--- config.mk ---
export PLATFORM = sky130hd
export DESIGN_NAME = scaler_crop_letterbox_placement_unit
export DESIGN_NICKNAME = d
export VERILOG_FILES = /design/src/rtl/scl_pkg.sv /design/src/rtl/scl_cfg.sv /design/src/rtl/scl_front.sv /design/src/rtl/scl_div.sv /design/src/rtl/scl_back.sv /design/src/rtl/scaler_crop_letterbox_placement_unit.sv
export SDC_FILE = /design/constraint.sdc
export NUM_CORES = 2
export LEC_CHECK = 0
export ABC_CLOCK_PERIOD_IN_PS = 11700
export BUFFER_PORTS_ARGS = -buffer_cell sky130_fd_sc_hd__buf_4
export CELL_PAD_IN_SITES_DETAIL_PLACEMENT = 1
export CELL_PAD_IN_SITES_GLOBAL_PLACEMENT = 1
export CORE_MARGIN = 1.5
export CORE_UTILIZATION = 53
export DETAILED_ROUTE_END_ITERATION = 7
export PLACE_DENSITY = 0.89
export SLEW_MARGIN = 5
export SYNTH_ARGS = -nofsm -noshare
export SYNTH_HDL_FRONTEND = slang
export SYNTH_SLANG_ARGS = --single-unit
--- constraint.sdc ---
create_clock -name i_clk -period 11.7 [get_ports i_clk]
set_input_delay 2.34 -clock i_clk [delete_from_list [all_inputs] [get_ports i_clk]]
set_output_delay 2.34 -clock i_clk [all_outputs]
set_load 0.01 [all_outputs]
--- src/rtl/scl_pkg.sv ---
// Shared constants and codes for the crop / letterbox placement block.
// No dependencies; imported by every module under rtl/.
package scl_pkg;

    // scaler limits
    localparam int SRC_MIN_W   = 68;
    localparam int SRC_MIN_H   = 2;
    localparam int SRC_MAX     = 8176;
    localparam int DST_MIN_W   = 68;
    localparam int DST_MIN_H   = 2;
    localparam int DST_MAX     = 8128;
    localparam int OUT_W_ALIGN = 16;

    // APB register map: 8 registers at 4-byte spacing
    localparam int PADDR_W  = 5;
    localparam int PDATA_W  = 32;

    typedef enum logic [2:0] {
        REG_OUT_WIDTH  = 3'd0,
        REG_OUT_HEIGHT = 3'd1,
        REG_LBOX_EN    = 3'd2,
        REG_CROP_ON    = 3'd3,
        REG_CROP_X     = 3'd4,
        REG_CROP_Y     = 3'd5,
        REG_CROP_W     = 3'd6,
        REG_CROP_H     = 3'd7
    } t_reg_idx;

    typedef enum logic [2:0] {
        ERR_OK    = 3'd0,
        ERR_ALIGN = 3'd1,
        ERR_SRC   = 3'd2,
        ERR_DST   = 3'd3,
        ERR_SCALE = 3'd4
    } t_err;

endpackage

--- src/rtl/scl_cfg.sv ---
// APB configuration registers for the placement block.
// Depends on scl_pkg for the register map.
module scl_cfg #(
    parameter int W = 13
) (
    input  logic                        i_clk,
    input  logic                        i_rst_n,
    input  logic                        psel,
    input  logic                        penable,
    input  logic                        pwrite,
    input  logic [scl_pkg::PADDR_W-1:0] paddr,
    input  logic [scl_pkg::PDATA_W-1:0] pwdata,
    output logic [scl_pkg::PDATA_W-1:0] prdata,
    output logic                        pready,
    output logic [W-1:0]                o_out_width,
    output logic [W-1:0]                o_out_height,
    output logic                        o_lbox_en,
    output logic                        o_crop_on,
    output logic [W-1:0]                o_crop_x,
    output logic [W-1:0]                o_crop_y,
    output logic [W-1:0]                o_crop_w,
    output logic [W-1:0]                o_crop_h
);
    import scl_pkg::*;

    logic [W-1:0] r_out_width, r_out_height, r_crop_x, r_crop_y, r_crop_w, r_crop_h;
    logic         r_lbox_en, r_crop_on;
    logic         wr_en;
    t_reg_idx     idx;

    assign pready = 1'b1;
    assign wr_en  = psel & penable & pwrite;
    assign idx    = t_reg_idx'(paddr[PADDR_W-1:2]);

    always_ff @(posedge i_clk) begin
        if (!i_rst_n) begin
            r_out_width  <= W'(640);
            r_out_height <= W'(480);
            r_lbox_en    <= 1'b0;
            r_crop_on    <= 1'b0;
            r_crop_x     <= '0;
            r_crop_y     <= '0;
            r_crop_w     <= '0;
            r_crop_h     <= '0;
        end else if (wr_en) begin
            unique case (idx)
                REG_OUT_WIDTH:  r_out_width  <= pwdata[W-1:0];
                REG_OUT_HEIGHT: r_out_height <= pwdata[W-1:0];
                REG_LBOX_EN:    r_lbox_en    <= pwdata[0];
                REG_CROP_ON:    r_crop_on    <= pwdata[0];
                REG_CROP_X:     r_crop_x     <= pwdata[W-1:0];
                REG_CROP_Y:     r_crop_y     <= pwdata[W-1:0];
                REG_CROP_W:     r_crop_w     <= pwdata[W-1:0];
                REG_CROP_H:     r_crop_h     <= pwdata[W-1:0];
                default: ;
            endcase
        end
    end

    always_comb begin
        unique case (idx)
            REG_OUT_WIDTH:  prdata = PDATA_W'(r_out_width);
            REG_OUT_HEIGHT: prdata = PDATA_W'(r_out_height);
            REG_LBOX_EN:    prdata = PDATA_W'(r_lbox_en);
            REG_CROP_ON:    prdata = PDATA_W'(r_crop_on);
            REG_CROP_X:     prdata = PDATA_W'(r_crop_x);
            REG_CROP_Y:     prdata = PDATA_W'(r_crop_y);
            REG_CROP_W:     prdata = PDATA_W'(r_crop_w);
            REG_CROP_H:     prdata = PDATA_W'(r_crop_h);
            default:        prdata = '0;
        endcase
    end

    assign o_out_width  = r_out_width;
    assign o_out_height = r_out_height;
    assign o_lbox_en    = r_lbox_en;
    assign o_crop_on    = r_crop_on;
    assign o_crop_x     = r_crop_x;
    assign o_crop_y     = r_crop_y;
    assign o_crop_w     = r_crop_w;
    assign o_crop_h     = r_crop_h;

endmodule

--- src/rtl/scl_front.sv ---
// Front pipeline: crop selection and clamping, source range check,
// aspect cross-products and divider operand selection. Uses scl_pkg.
module scl_front #(
    parameter int  W      = 13,
    localparam int SIDE_W = 4 * W + 2
) (
    input  logic              i_clk,
    input  logic              i_rst_n,
    input  logic              i_valid,
    input  logic [W-1:0]      i_frame_width,
    input  logic [W-1:0]      i_frame_height,
    input  logic              i_dyn_crop_on,
    input  logic [W-1:0]      i_dyn_crop_x,
    input  logic [W-1:0]      i_dyn_crop_y,
    input  logic [W-1:0]      i_dyn_crop_w,
    input  logic [W-1:0]      i_dyn_crop_h,
    input  logic [W-1:0]      i_out_width,
    input  logic [W-1:0]      i_out_height,
    input  logic              i_crop_on,
    input  logic [W-1:0]      i_crop_x,
    input  logic [W-1:0]      i_crop_y,
    input  logic [W-1:0]      i_crop_w,
    input  logic [W-1:0]      i_crop_h,
    output logic              o_valid,
    output logic [2*W-1:0]    o_num,
    output logic [W-1:0]      o_den,
    output logic [SIDE_W-1:0] o_side
);
    import scl_pkg::*;

    localparam int SW = W + 3;

    // stage 1: pick and clamp the source region
    logic [W-1:0]  cx, cy, cw, ch;
    logic [SW-1:0] ex, ey, ew, eh, fw, fh;
    logic [SW-1:0] n1_rx, n1_ry, n1_rw, n1_rh;

    logic                 r1_vld;
    logic [W-1:0]         r1_rx, r1_ry;
    logic signed [SW-1:0] r1_rw, r1_rh;

    always_comb begin
        cx = i_dyn_crop_on ? i_dyn_crop_x : i_crop_x;
        cy = i_dyn_crop_on ? i_dyn_crop_y : i_crop_y;
        cw = i_dyn_crop_on ? i_dyn_crop_w : i_crop_w;
        ch = i_dyn_crop_on ? i_dyn_crop_h : i_crop_h;
        // round odd values up to even
        ex = {3'b000, cx} + SW'(cx[0]);
        ey = {3'b000, cy} + SW'(cy[0]);
        ew = {3'b000, cw} + SW'(cw[0]);
        eh = {3'b000, ch} + SW'(ch[0]);
        fw = {3'b000, i_frame_width};
        fh = {3'b000, i_frame_height};
        if (i_dyn_crop_on || i_crop_on) begin
            n1_rx = ex;
            n1_ry = ey;
            n1_rw = (ex + ew > fw) ? fw - ex : ew;   // may go negative
            n1_rh = (ey + eh > fh) ? fh - ey : eh;
        end else begin
            n1_rx = '0;
            n1_ry = '0;
            n1_rw = fw;
            n1_rh = fh;
        end
    end

    // stage 2: source range check and cross-products
    logic                 r2_vld, r2_src_bad;
    logic [W-1:0]         r2_rx, r2_ry, r2_rw, r2_rh;
    logic [2*W-1:0]       r2_pa, r2_pb;

    // stage 3: pick which side fills the output
    logic                 r3_vld, r3_src_bad, r3_sel_h;
    logic [W-1:0]         r3_rx, r3_ry, r3_rw, r3_rh;
    logic [2*W-1:0]       r3_num;
    logic [W-1:0]         r3_den;

    always_ff @(posedge i_clk) begin
        if (!i_rst_n) begin
            r1_vld <= 1'b0;
            r2_vld <= 1'b0;
            r3_vld <= 1'b0;
        end else begin
            r1_vld <= i_valid;
            r2_vld <= r1_vld;
            r3_vld <= r2_vld;
        end
    end

    always_ff @(posedge i_clk) begin
        r1_rx <= n1_rx[W-1:0];
        r1_ry <= n1_ry[W-1:0];
        r1_rw <= $signed(n1_rw);
        r1_rh <= $signed(n1_rh);

        r2_rx      <= r1_rx;
        r2_ry      <= r1_ry;
        r2_rw      <= r1_rw[W-1:0];
        r2_rh      <= r1_rh[W-1:0];
        r2_src_bad <= (r1_rw < $signed(SW'(SRC_MIN_W))) || (r1_rh < $signed(SW'(SRC_MIN_H)))
                   || (r1_rw > $signed(SW'(SRC_MAX)))   || (r1_rh > $signed(SW'(SRC_MAX)));
        r2_pa      <= {{W{1'b0}}, r1_rw[W-1:0]} * {{W{1'b0}}, i_out_height};
        r2_pb      <= {{W{1'b0}}, i_out_width}  * {{W{1'b0}}, r1_rh[W-1:0]};

        r3_rx      <= r2_rx;
        r3_ry      <= r2_ry;
        r3_rw      <= r2_rw;
        r3_rh      <= r2_rh;
        r3_src_bad <= r2_src_bad;
        r3_sel_h   <= r2_pa < r2_pb;
        // height-limited: pw = oh*rw/rh, else ph = ow*rh/rw
        r3_num     <= (r2_pa < r2_pb) ? r2_pa : r2_pb;
        r3_den     <= (r2_pa < r2_pb) ? r2_rh : r2_rw;
    end

    assign o_valid = r3_vld;
    assign o_num   = r3_num;
    assign o_den   = r3_den;
    assign o_side  = {r3_src_bad, r3_sel_h, r3_rx, r3_ry, r3_rw, r3_rh};

endmodule

--- src/rtl/scl_div.sv ---
// Pipelined restoring divider, one quotient bit per stage, with a
// sideband word carried alongside. Self-contained; uses scl_pkg only by import.
module scl_div #(
    parameter int W      = 13,
    parameter int SIDE_W = 1
) (
    input  logic              i_clk,
    input  logic              i_rst_n,
    input  logic              i_valid,
    input  logic [2*W-1:0]    i_num,
    input  logic [W-1:0]      i_den,
    input  logic [SIDE_W-1:0] i_side,
    output logic              o_valid,
    output logic [W-1:0]      o_quot,
    output logic [SIDE_W-1:0] o_side
);
    import scl_pkg::*;

    // quotient is known to fit in W bits for every transaction that matters
    logic              r_vld  [W];
    logic [2*W-1:0]    r_rem  [W];
    logic [W-1:0]      r_den  [W];
    logic [W-1:0]      r_quot [W];
    logic [SIDE_W-1:0] r_side [W];

    for (genvar i = 0; i < W; i++) begin : g_stage
        localparam int K = W - 1 - i;

        logic              in_vld;
        logic [2*W-1:0]    in_rem, shifted, n_rem;
        logic [W-1:0]      in_den, in_quot, n_quot;
        logic [SIDE_W-1:0] in_side;
        logic              take;

        if (i == 0) begin : g_first
            assign in_vld  = i_valid;
            assign in_rem  = i_num;
            assign in_den  = i_den;
            assign in_quot = '0;
            assign in_side = i_side;
        end else begin : g_next
            assign in_vld  = r_vld[i-1];
            assign in_rem  = r_rem[i-1];
            assign in_den  = r_den[i-1];
            assign in_quot = r_quot[i-1];
            assign in_side = r_side[i-1];
        end

        assign shifted = {{W{1'b0}}, in_den} << K;
        assign take    = in_rem >= shifted;
        assign n_rem   = take ? in_rem - shifted : in_rem;
        assign n_quot  = in_quot | (take ? (W'(1) << K) : '0);

        always_ff @(posedge i_clk) begin
            if (!i_rst_n) begin
                r_vld[i] <= 1'b0;
            end else begin
                r_vld[i] <= in_vld;
            end
        end

        always_ff @(posedge i_clk) begin
            r_rem[i]  <= n_rem;
            r_den[i]  <= in_den;
            r_quot[i] <= n_quot;
            r_side[i] <= in_side;
        end
    end

    assign o_valid = r_vld[W-1];
    assign o_quot  = r_quot[W-1];
    assign o_side  = r_side[W-1];

endmodule

--- src/rtl/scl_back.sv ---
// Back pipeline: placement rectangle, destination and scale checks,
// error priority and the result register. Uses scl_pkg.
module scl_back #(
    parameter int  W      = 13,
    localparam int SIDE_W = 4 * W + 2
) (
    input  logic              i_clk,
    input  logic              i_rst_n,
    input  logic              i_valid,
    input  logic [W-1:0]      i_quot,
    input  logic [SIDE_W-1:0] i_side,
    input  logic [W-1:0]      i_out_width,
    input  logic [W-1:0]      i_out_height,
    input  logic              i_lbox_en,
    output logic              o_done,
    output logic [2:0]        o_error_code,
    output logic [W-1:0]      o_read_x,
    output logic [W-1:0]      o_read_y,
    output logic [W-1:0]      o_read_w,
    output logic [W-1:0]      o_read_h,
    output logic [W-1:0]      o_place_x,
    output logic [W-1:0]      o_place_y,
    output logic [W-1:0]      o_place_w,
    output logic [W-1:0]      o_place_h,
    output logic              o_content_valid
);
    import scl_pkg::*;

    logic         src_bad, sel_h;
    logic [W-1:0] rx, ry, rw, rh;
    logic [W-1:0] n4_pw, n4_ph, n4_px, n4_py;

    assign {src_bad, sel_h, rx, ry, rw, rh} = i_side;

    always_comb begin
        n4_pw = i_out_width;
        n4_ph = i_out_height;
        if (i_lbox_en) begin
            if (sel_h) begin
                n4_pw = i_quot;
            end else begin
                n4_ph = i_quot;
            end
        end
        // placed size never exceeds the output size, so these stay positive
        n4_px = (i_out_width - n4_pw) >> 1;
        n4_py = (i_out_height - n4_ph) >> 1;
    end

    logic         r4_vld, r4_align_bad, r4_src_bad, r4_dst_bad, r4_keep;
    logic [W-1:0] r4_rx, r4_ry, r4_rw, r4_rh, r4_px, r4_py, r4_pw, r4_ph;

    logic         r_done, r_content_valid;
    logic [2:0]   r_error_code;
    logic [W-1:0] r_read_x, r_read_y, r_read_w, r_read_h;
    logic [W-1:0] r_place_x, r_place_y, r_place_w, r_place_h;

    // scale check: 1/8 <= d/s <= 8, exact
    logic [W+2:0] pw8, ph8, rw8, rh8, pw_e, ph_e, rw_e, rh_e;
    logic         scale_bad;
    t_err         err;

    always_comb begin
        pw8  = {r4_pw, 3'b000};
        ph8  = {r4_ph, 3'b000};
        rw8  = {r4_rw, 3'b000};
        rh8  = {r4_rh, 3'b000};
        pw_e = {3'b000, r4_pw};
        ph_e = {3'b000, r4_ph};
        rw_e = {3'b000, r4_rw};
        rh_e = {3'b000, r4_rh};
        scale_bad = (pw8 < rw_e) || (pw_e > rw8) || (ph8 < rh_e) || (ph_e > rh8);
        if (r4_align_bad) begin
            err = ERR_ALIGN;
        end else if (r4_src_bad) begin
            err = ERR_SRC;
        end else if (r4_dst_bad) begin
            err = ERR_DST;
        end else if (scale_bad) begin
            err = ERR_SCALE;
        end else begin
            err = ERR_OK;
        end
    end

    always_ff @(posedge i_clk) begin
        if (!i_rst_n) begin
            r4_vld <= 1'b0;
            r_done <= 1'b0;
        end else begin
            r4_vld <= i_valid;
            r_done <= r4_vld;
        end
    end

    always_ff @(posedge i_clk) begin
        r4_align_bad <= ((i_out_width % OUT_W_ALIGN) != 0) || i_out_height[0];
        r4_src_bad   <= src_bad;
        r4_dst_bad   <= (n4_pw < W'(DST_MIN_W)) || (n4_ph < W'(DST_MIN_H))
                     || (n4_pw > W'(DST_MAX))   || (n4_ph > W'(DST_MAX));
        r4_keep      <= i_lbox_en;
        r4_rx        <= rx;
        r4_ry        <= ry;
        r4_rw        <= rw;
        r4_rh        <= rh;
        r4_px        <= i_lbox_en ? n4_px : '0;
        r4_py        <= i_lbox_en ? n4_py : '0;
        r4_pw        <= n4_pw;
        r4_ph        <= n4_ph;

        r_error_code    <= err;
        r_content_valid <= (err == ERR_OK) && r4_keep;
        r_read_x        <= (err == ERR_OK) ? r4_rx : '0;
        r_read_y        <= (err == ERR_OK) ? r4_ry : '0;
        r_read_w        <= (err == ERR_OK) ? r4_rw : '0;
        r_read_h        <= (err == ERR_OK) ? r4_rh : '0;
        r_place_x       <= (err == ERR_OK) ? r4_px : '0;
        r_place_y       <= (err == ERR_OK) ? r4_py : '0;
        r_place_w       <= (err == ERR_OK) ? r4_pw : '0;
        r_place_h       <= (err == ERR_OK) ? r4_ph : '0;
    end

    assign o_done          = r_done;
    assign o_error_code    = r_error_code;
    assign o_content_valid = r_content_valid;
    assign o_read_x        = r_read_x;
    assign o_read_y        = r_read_y;
    assign o_read_w        = r_read_w;
    assign o_read_h        = r_read_h;
    assign o_place_x       = r_place_x;
    assign o_place_y       = r_place_y;
    assign o_place_w       = r_place_w;
    assign o_place_h       = r_place_h;

endmodule

--- src/rtl/scaler_crop_letterbox_placement_unit.sv ---
// Result strobe o_done is registered through the front, divider and back pipelines:
// 3 front stages, one divider stage per quotient bit, 2 back stages.
// Throughput: one transaction per cycle, set by the fully pipelined divider.
// busy is high only while reset is held; the result side has no backpressure.
// Reset (synchronous, active low) clears all valid bits and loads register defaults.
// Top level: instantiates scl_cfg, scl_front, scl_div and scl_back; uses scl_pkg.
module scaler_crop_letterbox_placement_unit #(
    parameter int COORD_BITS = 13
) (
    input  logic                        i_clk,
    input  logic                        i_rst_n,
    input  logic                        psel,
    input  logic                        penable,
    input  logic                        pwrite,
    input  logic [scl_pkg::PADDR_W-1:0] paddr,
    input  logic [scl_pkg::PDATA_W-1:0] pwdata,
    output logic [scl_pkg::PDATA_W-1:0] prdata,
    output logic                        pready,
    input  logic                        start,
    output logic                        busy,
    input  logic [COORD_BITS-1:0]       i_frame_width,
    input  logic [COORD_BITS-1:0]       i_frame_height,
    input  logic                        i_dyn_crop_on,
    input  logic [COORD_BITS-1:0]       i_dyn_crop_x,
    input  logic [COORD_BITS-1:0]       i_dyn_crop_y,
    input  logic [COORD_BITS-1:0]       i_dyn_crop_w,
    input  logic [COORD_BITS-1:0]       i_dyn_crop_h,
    output logic                        o_done,
    output logic [2:0]                  o_error_code,
    output logic [COORD_BITS-1:0]       o_read_x,
    output logic [COORD_BITS-1:0]       o_read_y,
    output logic [COORD_BITS-1:0]       o_read_w,
    output logic [COORD_BITS-1:0]       o_read_h,
    output logic [COORD_BITS-1:0]       o_place_x,
    output logic [COORD_BITS-1:0]       o_place_y,
    output logic [COORD_BITS-1:0]       o_place_w,
    output logic [COORD_BITS-1:0]       o_place_h,
    output logic                        o_content_valid
);
    import scl_pkg::*;

    localparam int W      = COORD_BITS;
    localparam int SIDE_W = 4 * W + 2;
    localparam int LAT    = W + 5;

    logic [W-1:0]      out_width, out_height, crop_x, crop_y, crop_w, crop_h;
    logic              lbox_en, crop_on, accept;
    logic              f_valid, d_valid;
    logic [2*W-1:0]    f_num;
    logic [W-1:0]      f_den, d_quot;
    logic [SIDE_W-1:0] f_side, d_side;

    assign busy   = ~i_rst_n;
    assign accept = start & ~busy;

    scl_cfg #(.W(W)) u_cfg (
        .i_clk        (i_clk),
        .i_rst_n      (i_rst_n),
        .psel         (psel),
        .penable      (penable),
        .pwrite       (pwrite),
        .paddr        (paddr),
        .pwdata       (pwdata),
        .prdata       (prdata),
        .pready       (pready),
        .o_out_width  (out_width),
        .o_out_height (out_height),
        .o_lbox_en    (lbox_en),
        .o_crop_on    (crop_on),
        .o_crop_x     (crop_x),
        .o_crop_y     (crop_y),
        .o_crop_w     (crop_w),
        .o_crop_h     (crop_h)
    );

    scl_front #(.W(W)) u_front (
        .i_clk          (i_clk),
        .i_rst_n        (i_rst_n),
        .i_valid        (accept),
        .i_frame_width  (i_frame_width),
        .i_frame_height (i_frame_height),
        .i_dyn_crop_on  (i_dyn_crop_on),
        .i_dyn_crop_x   (i_dyn_crop_x),
        .i_dyn_crop_y   (i_dyn_crop_y),
        .i_dyn_crop_w   (i_dyn_crop_w),
        .i_dyn_crop_h   (i_dyn_crop_h),
        .i_out_width    (out_width),
        .i_out_height   (out_height),
        .i_crop_on      (crop_on),
        .i_crop_x       (crop_x),
        .i_crop_y       (crop_y),
        .i_crop_w       (crop_w),
        .i_crop_h       (crop_h),
        .o_valid        (f_valid),
        .o_num          (f_num),
        .o_den          (f_den),
        .o_side         (f_side)
    );

    scl_div #(.W(W), .SIDE_W(SIDE_W)) u_div (
        .i_clk   (i_clk),
        .i_rst_n (i_rst_n),
        .i_valid (f_valid),
        .i_num   (f_num),
        .i_den   (f_den),
        .i_side  (f_side),
        .o_valid (d_valid),
        .o_quot  (d_quot),
        .o_side  (d_side)
    );

    scl_back #(.W(W)) u_back (
        .i_clk           (i_clk),
        .i_rst_n         (i_rst_n),
        .i_valid         (d_valid),
        .i_quot          (d_quot),
        .i_side          (d_side),
        .i_out_width     (out_width),
        .i_out_height    (out_height),
        .i_lbox_en       (lbox_en),
        .o_done          (o_done),
        .o_error_code    (o_error_code),
        .o_read_x        (o_read_x),
        .o_read_y        (o_read_y),
        .o_read_w        (o_read_w),
        .o_read_h        (o_read_h),
        .o_place_x       (o_place_x),
        .o_place_y       (o_place_y),
        .o_place_w       (o_place_w),
        .o_place_h       (o_place_h),
        .o_content_valid (o_content_valid)
    );

    // every accepted transaction produces a result strobe, and every strobe has an accepted transaction
    a_latency_fwd: assert property (@(posedge i_clk) disable iff (!i_rst_n)
        accept |-> ##LAT o_done)
        else $error("result strobe missing after accepted transaction");

    a_latency_bwd: assert property (@(posedge i_clk) disable iff (!i_rst_n)
        o_done |-> $past(accept, LAT))
        else $error("result strobe without matching transaction");

    // an error result carries empty rectangles
    a_err_zero: assert property (@(posedge i_clk) disable iff (!i_rst_n)
        (o_done && o_error_code != ERR_OK) |->
            (o_read_w == '0 && o_place_w == '0 && o_place_h == '0 && !o_content_valid))
        else $error("error result with nonzero rectangle");

    // letterboxed content stays inside the output frame
    a_fit: assert property (@(posedge i_clk) disable iff (!i_rst_n)
        (o_done && o_content_valid) |->
            ({1'b0, o_place_x, 1'b0} + {2'b00, o_place_w} <= {2'b00, out_width}
             && {1'b0, o_place_y, 1'b0} + {2'b00, o_place_h} <= {2'b00, out_height}))
        else $error("placement exceeds output frame");

endmodule
# == Word level (Yosys, flattened, before mapping) ==
# Memory sizes are Yosys's and may differ from the RTL's. A register that Yosys moved wholly into a read port is not among the register bits.
# Index checks and enable logic that the tools add are counted.
# totals
register_bits,552
ram_bits,1391
n_memories,5
input_bits,122
out_inout_bits,143
word_cells,233
# op_classes
n_mux,60
n_addsub,23
n_reduce_logical,24
multipliers,2
n_eq_ne,7
n_bitwise,29
n_lt_le_gt_ge,28
# memory_table
name,depth,width,rd,rd_clocked_by_memory_dff,wr,line,source
u_div.r_side,13,54,13,0,13,scl_div.sv:24,logic [SIDE_W-1:0] r_side [W];
u_div.r_rem,13,26,12,0,13,scl_div.sv:21,logic [2*W-1:0] r_rem [W];
u_div.r_den,13,13,12,0,13,scl_div.sv:22,logic [W-1:0] r_den [W];
u_div.r_quot,13,13,13,0,13,scl_div.sv:23,logic [W-1:0] r_quot [W];
u_div.r_vld,13,1,13,1,13,scl_div.sv:20,logic r_vld [W];
# ops
cell,n
two-way mux 26 bit,14
one-hot mux 32 bit (8 select lines),1
two-way mux 13 bit,12
OR 13 bit,11
adder 13 x 1 -> 14 bit,4
multiplier 13 x 13 -> 26 bit,2
adder 16 bit,2
> comparator 13 x 16 -> 1 bit,2
> comparator 16 x 13 -> 1 bit,2
"> comparator 16 x 14 -> 1 bit, second input constant",2
< comparator 16 x 13 -> 1 bit,2
two-way mux 16 bit,2
nonzero test 32 bit,1
subtractor 13 x 16 -> 16 bit,2
>= comparator 26 x 13 -> 1 bit,1
>= comparator 26 x 14 -> 1 bit,1
>= comparator 26 x 15 -> 1 bit,1
>= comparator 26 x 16 -> 1 bit,1
>= comparator 26 x 17 -> 1 bit,1
>= comparator 26 x 18 -> 1 bit,1
>= comparator 26 x 19 -> 1 bit,1
>= comparator 26 x 20 -> 1 bit,1
>= comparator 26 x 21 -> 1 bit,1
>= comparator 26 x 22 -> 1 bit,1
47 further kinds,104

# == Logic depth before layout (Yosys ltp) ==
# logic_depth
depth_word,10
mapped_depth,31
mapped_depth_nobuf,24

# == Hierarchy ==
# Synthesis repeated with hierarchy kept, for this count alone.
# unflattened
hier_cells,6813
area_unflattened_um2,72548.3
# modules_own_cells
mod,n_inst,cells_per_inst,area_per_inst_um2,seq_area_each_um2
scl_div,1,3067,37413.4,25504.5
scl_front,1,2502,22650.5,5024.8
scl_back,1,815,8733.4,4284.1
scl_cfg,1,427,3741.1,1601.5
scaler_crop_letterbox_placement_unit,1,2,10.0,0.0

# == Worst setup path after synthesis ==
# No wires, ideal clock.
# synth_timing
kind,input -> register
from,in i_dyn_crop_on
to,reg u_front.r1_rh[7]
n_path_buf,7
setup_time_ns,0.122
required_ns,11.578
path_slack_ns,3.776
t_arrival_ns,7.802
cell_stages,29
cell_sequence,buf_2 -> buf_2 -> buf_2 -> buf_2 -> buf_2 -> buf_2 -> mux2_2 -> ha_1 -> inv_1 -> a221oi_1 -> nand2_1 -> nor2_1 -> nand2_1 -> xnor2_1 -> a21oi_1 -> inv_1 -> ha_1 -> and3_1 -> a31oi_1 -> nor2b_1 -> xnor2_1 -> ha_1 -> o21ai_0 -> nand2_1 -> a2111oi_0 -> o21a_1 -> clkbuf_1 -> a21oi_1 -> a311o_1
# synth_via
elab_chain_len,6
word_cells_on_any_way,10
cone_classes,add/sub: 4; order compare: 1; mux: 4; reduce/logical: 1
# synth_lines
element,line,source
from (decl),scaler_crop_letterbox_placement_unit.sv:23,"input logic i_dyn_crop_on,"
two-way mux 13 bit,scl_front.sv:44,cy = i_dyn_crop_on ? i_dyn_crop_y : i_crop_y;
adder 13 x 1 -> 14 bit,scl_front.sv:49,"ey = {3'b000, cy} + SW'(cy[0]);"
named net u_front.ey[10],scl_front.sv:35,"logic [SW-1:0] ex, ey, ew, eh, fw, fh;"
adder 16 bit,scl_front.sv:58,n1_rh = (ey + eh > fh) ? fh - ey : eh;
> comparator 16 x 13 -> 1 bit,scl_front.sv:58,
two-way mux 16 bit,scl_front.sv:58,
two-way mux 13 bit,scl_front.sv:54,if (i_dyn_crop_on || i_crop_on) begin
named net u_front.n1_rh[7],scl_front.sv:36,"logic [SW-1:0] n1_rx, n1_ry, n1_rw, n1_rh;"
to (signal assigned),scl_front.sv:94,r1_rh <= $signed(n1_rh);
to (decl),scl_front.sv:40,"logic signed [SW-1:0] r1_rw, r1_rh;"
# The timed path passes the listed nets, and every way through them passes these cells.
# A chain may end at the register's enable or synchronous reset.

# == Worst setup path in the final report ==
# layout_timing
from,in i_dyn_crop_on
to,reg u_front.r1_rh[4]
# The elaborated chain is that of the path after synthesis.

==> metrics <==
status completed; warnings from Yosys 0; Die Y 367 µm; Bufs and invs on worst path 3; leading cell types by count after synthesis dfxtp_1 (1791), inv_1 (726), nand2_1 (549); Synth top area share 51.0%; total track usage between 30% and 40%; initial core utilization 53.4%; pre-CTS setup slack 3.13 ns; Final Max Slew Viols 0; clock sink count between 1500 and 2000; Vias per Instance 6.07; Core Box Area 132000 µm²; Routed WL 250000 µm; IO Port Bufs 219; CP Cell Sequence buf_4 > mux2_2 > ha_1 > inv_1 > a221oi_1 > nand2_1 > nor2_1 > nand2_1 > xnor2_1 > a21oi_1 > inv_1 > ha_1 > and3_1 > a31oi_1 > nor2b_1 > xnor2_1 > ha_1 > o21ai_0 > nand2_1 > a2111oi_0 > o21ai_1 > o21ai_0 > o221ai_1; initial DRC count 4840; min Tclk post-route 8.29 ns; Final Cycle Share a little over two thirds; setup slack after layout 3.41 ns; layout cells sized above 1 9.75%; Post-Syn Instances 6646; Req. time, crit path 12.37 ns; nets 7744; skew final 0.0643 ns; Max Cap Viol 0; dominant cell by count in the synthesized netlist dfxtp_1; H-tree lvl count 4; Remaining DRCs 0; row cnt 133; measured slew at the worst slew-check pin roughly 1.4 ns; Final Cell Area 79700 µm²; area leader, netlist dfxtp_1; initial antenna violation count 22; die area approximately 130000 µm²; mapped cell area 70300 µm²; CP Launch Type input pin; Worst setup EP type register; RSZ-0062 raised after global routing no; post-synthesis sequential area ratio 51.0%; CP max stage cell a2111oi_0; Fmax 121 MHz; CTS Buf Count about 170; HP Class reg -> reg; Tot Pwr approximately 24 mW; max incr delay on CP 0.79 ns; CP arrival 8.95 ns; worst skew pair latency 0.84 ns; Setup CP Type in -> reg; Vias around 53000; EDFF count, synth 0; Clock Tree Root clkbuf_16; CP max FO 61; CTS tree yes; Setup-failing EPs final 0; vias in the first global route about 60000; Power Dens Cells 300 nW/µm²; count of cell types in the netlist 85; final-report hold violation count 0; Seq cells post-synth 1791; Worst VDD drop 164 µV; Top FF cell, synth dfxtp_1; area delta synth->final 13.3%; Setup TNS 0 ns; slew margin rel. 6.76%; syn avg cell area 10.6 µm²; Ports 265; clk slew on worst S/H paths 0.07 ns; DRT antenna net count 0; Post-CTS Setup Inserts 0; Async SR Flop Fraction 0%; Leak 36.4 nW; drt pass-1 iters 6; grt ovf 0; Post-DP Area between 70000 and 80000 µm²; chip width 367 µm; largest net degree at the start of global routing 103; Placer Congestion between 0.8 and 0.9; routed length per instance 28.4 µm; first-pass GRT wire length 377000 µm; Crit path max-delay family compound AO/OA/AOI/OAI gates; synth top area cells dfxtp_1 (51%), ha_1 (8.5%), fa_1 (7.3%); Detailed Place HPWL 150000 µm; post-CTS sizing 0; hold buffers post-CTS 0; deepest clock path buffer count 3; setup slack, reg-to-reg 4.64 ns
-- placed cells by master, fill, tap and decap left out, drive strengths merged, types with 15 or more instances in the layout --
cell type,Yosys,final
fa,258,258
o21ai,194,194
inv,726,732
nand3,117,117
nor4,47,47
clkbuf,149,228
mux2,104,104
nand3b,20,20
a21boi,15,15
a21o,94,94
dfxtp,1791,1791
nor2b,63,63
xnor2,189,189
ha,478,478
o31ai,25,25
a211oi,33,33
or3,18,18
o21a,58,58
nand2,549,549
and3,124,124
a221oi,15,15
a31oi,37,37
a21oi,291,291
o211ai,25,25
nor2,300,300
xor2,124,124
nand2b,50,50
nand4,58,58
mux2i,116,116
bufinv,0,19
or2,15,15
nor3,87,87
clkinv,2,49
and2,192,192
conb,2,24
buf,58,256
o221ai,17,17
a22oi,16,16
-- power by group --
group | total (mW) | switching [mW] | internal (mW)
sequential | 8.78 | 1.20 | 7.58
combinational | 9.17 | 5.63 | 3.54
clock | 5.99 | 2.66 | 3.33
-- through the flow --
stage	hold WS, ns	utilization [%]	cells
after CTS	0.283	60.5	8781
after global placement	0.310	55.9	8472
after global routing	0.299	60.5	8781
final	0.275	60.5	8786
after floorplan	0.310	-	6668
after detailed placement	0.313	55.9	8472
-- worst register-to-register path, cell delays in order, from the launching register on --
cell and delay (ns):
dfxtp_1 1.25, and2_1 0.36, fa_1 0.50, inv_1 0.12
fa_1 0.42, inv_1 0.10, ha_1 0.26, ha_1 0.30
inv_1 0.07, fa_1 0.57, inv_1 0.09, fa_1 0.49
a21oi_1 0.29, a2bb2oi_1 0.33, a21oi_1 0.16, o41a_1 0.43
a211o_1 0.36, a31oi_1 0.19, o21bai_1 0.14, xor2_1 0.42
-- flip-flops by register name (all words and copies together), names as in the netlist, 16 cells and up --
| name | flops |
|---|---|
| u_div.r_side | 676 |
| u_div.r_rem | 312 |
| u_div.r_den | 156 |
| u_div.r_quot | 91 |
| u_front.o_num | 26 |
| u_front.r2_pa | 26 |
| u_front.r2_pb | 26 |
| u_front.r1_rh | 16 |
| u_front.r1_rw | 16 |
-- cells by family after synthesis --
kind of cell	after synthesis	synth area share [%]
XOR/XNOR	313	3.90
buffers and inverters	935	5.21
AO/OA/AOI/OAI	943	8.63
flip-flops	1791	51.0
AND/OR/NAND/NOR	1706	12.1
adder cells (fa/ha/maj)	736	15.9
other	2	0.0107
multiplexers	220	3.32
-- layer usage --
metal / track usage [%] / share of wire [%]
met1: 38.3 / 34
met2: 63.2 / 49
met3: 9.32 / 7.7
met4: 28.7 / 8.9
met5: 0 / 0.030
-- path summary, 6_finish.rpt --
kind,startpoint,endpoint,cells after the start
max,i_dyn_crop_on,u_front.r1_rh[4]$_DFF_P_,23
min,u_front.r1_rx[5]$_SDFF_PP0_,u_front.r2_rx[5]$_DFF_P_,0
max reg2reg,u_cfg.o_out_width[3]$_SDFFE_PN0P_,u_front.r2_pb[22]$_DFF_P_,19
min reg2reg,u_front.r1_rx[5]$_SDFF_PP0_,u_front.r2_rx[5]$_DFF_P_,0
-- final cells by class --
cell class | count | area, µm²
fill | 13600 | 52000
sequential | 1791 | 35900
multi-input combinational | 3942 | 30900
clock buffer | 228 | 4750
inverter | 728 | 2730
tap | 1755 | 2200
timing repair buffer | 256 | 1920
clock inverter | 81 | 1280
antenna | 5 | 12.5
No activity file was read; power rests on OpenSTA's default activity.
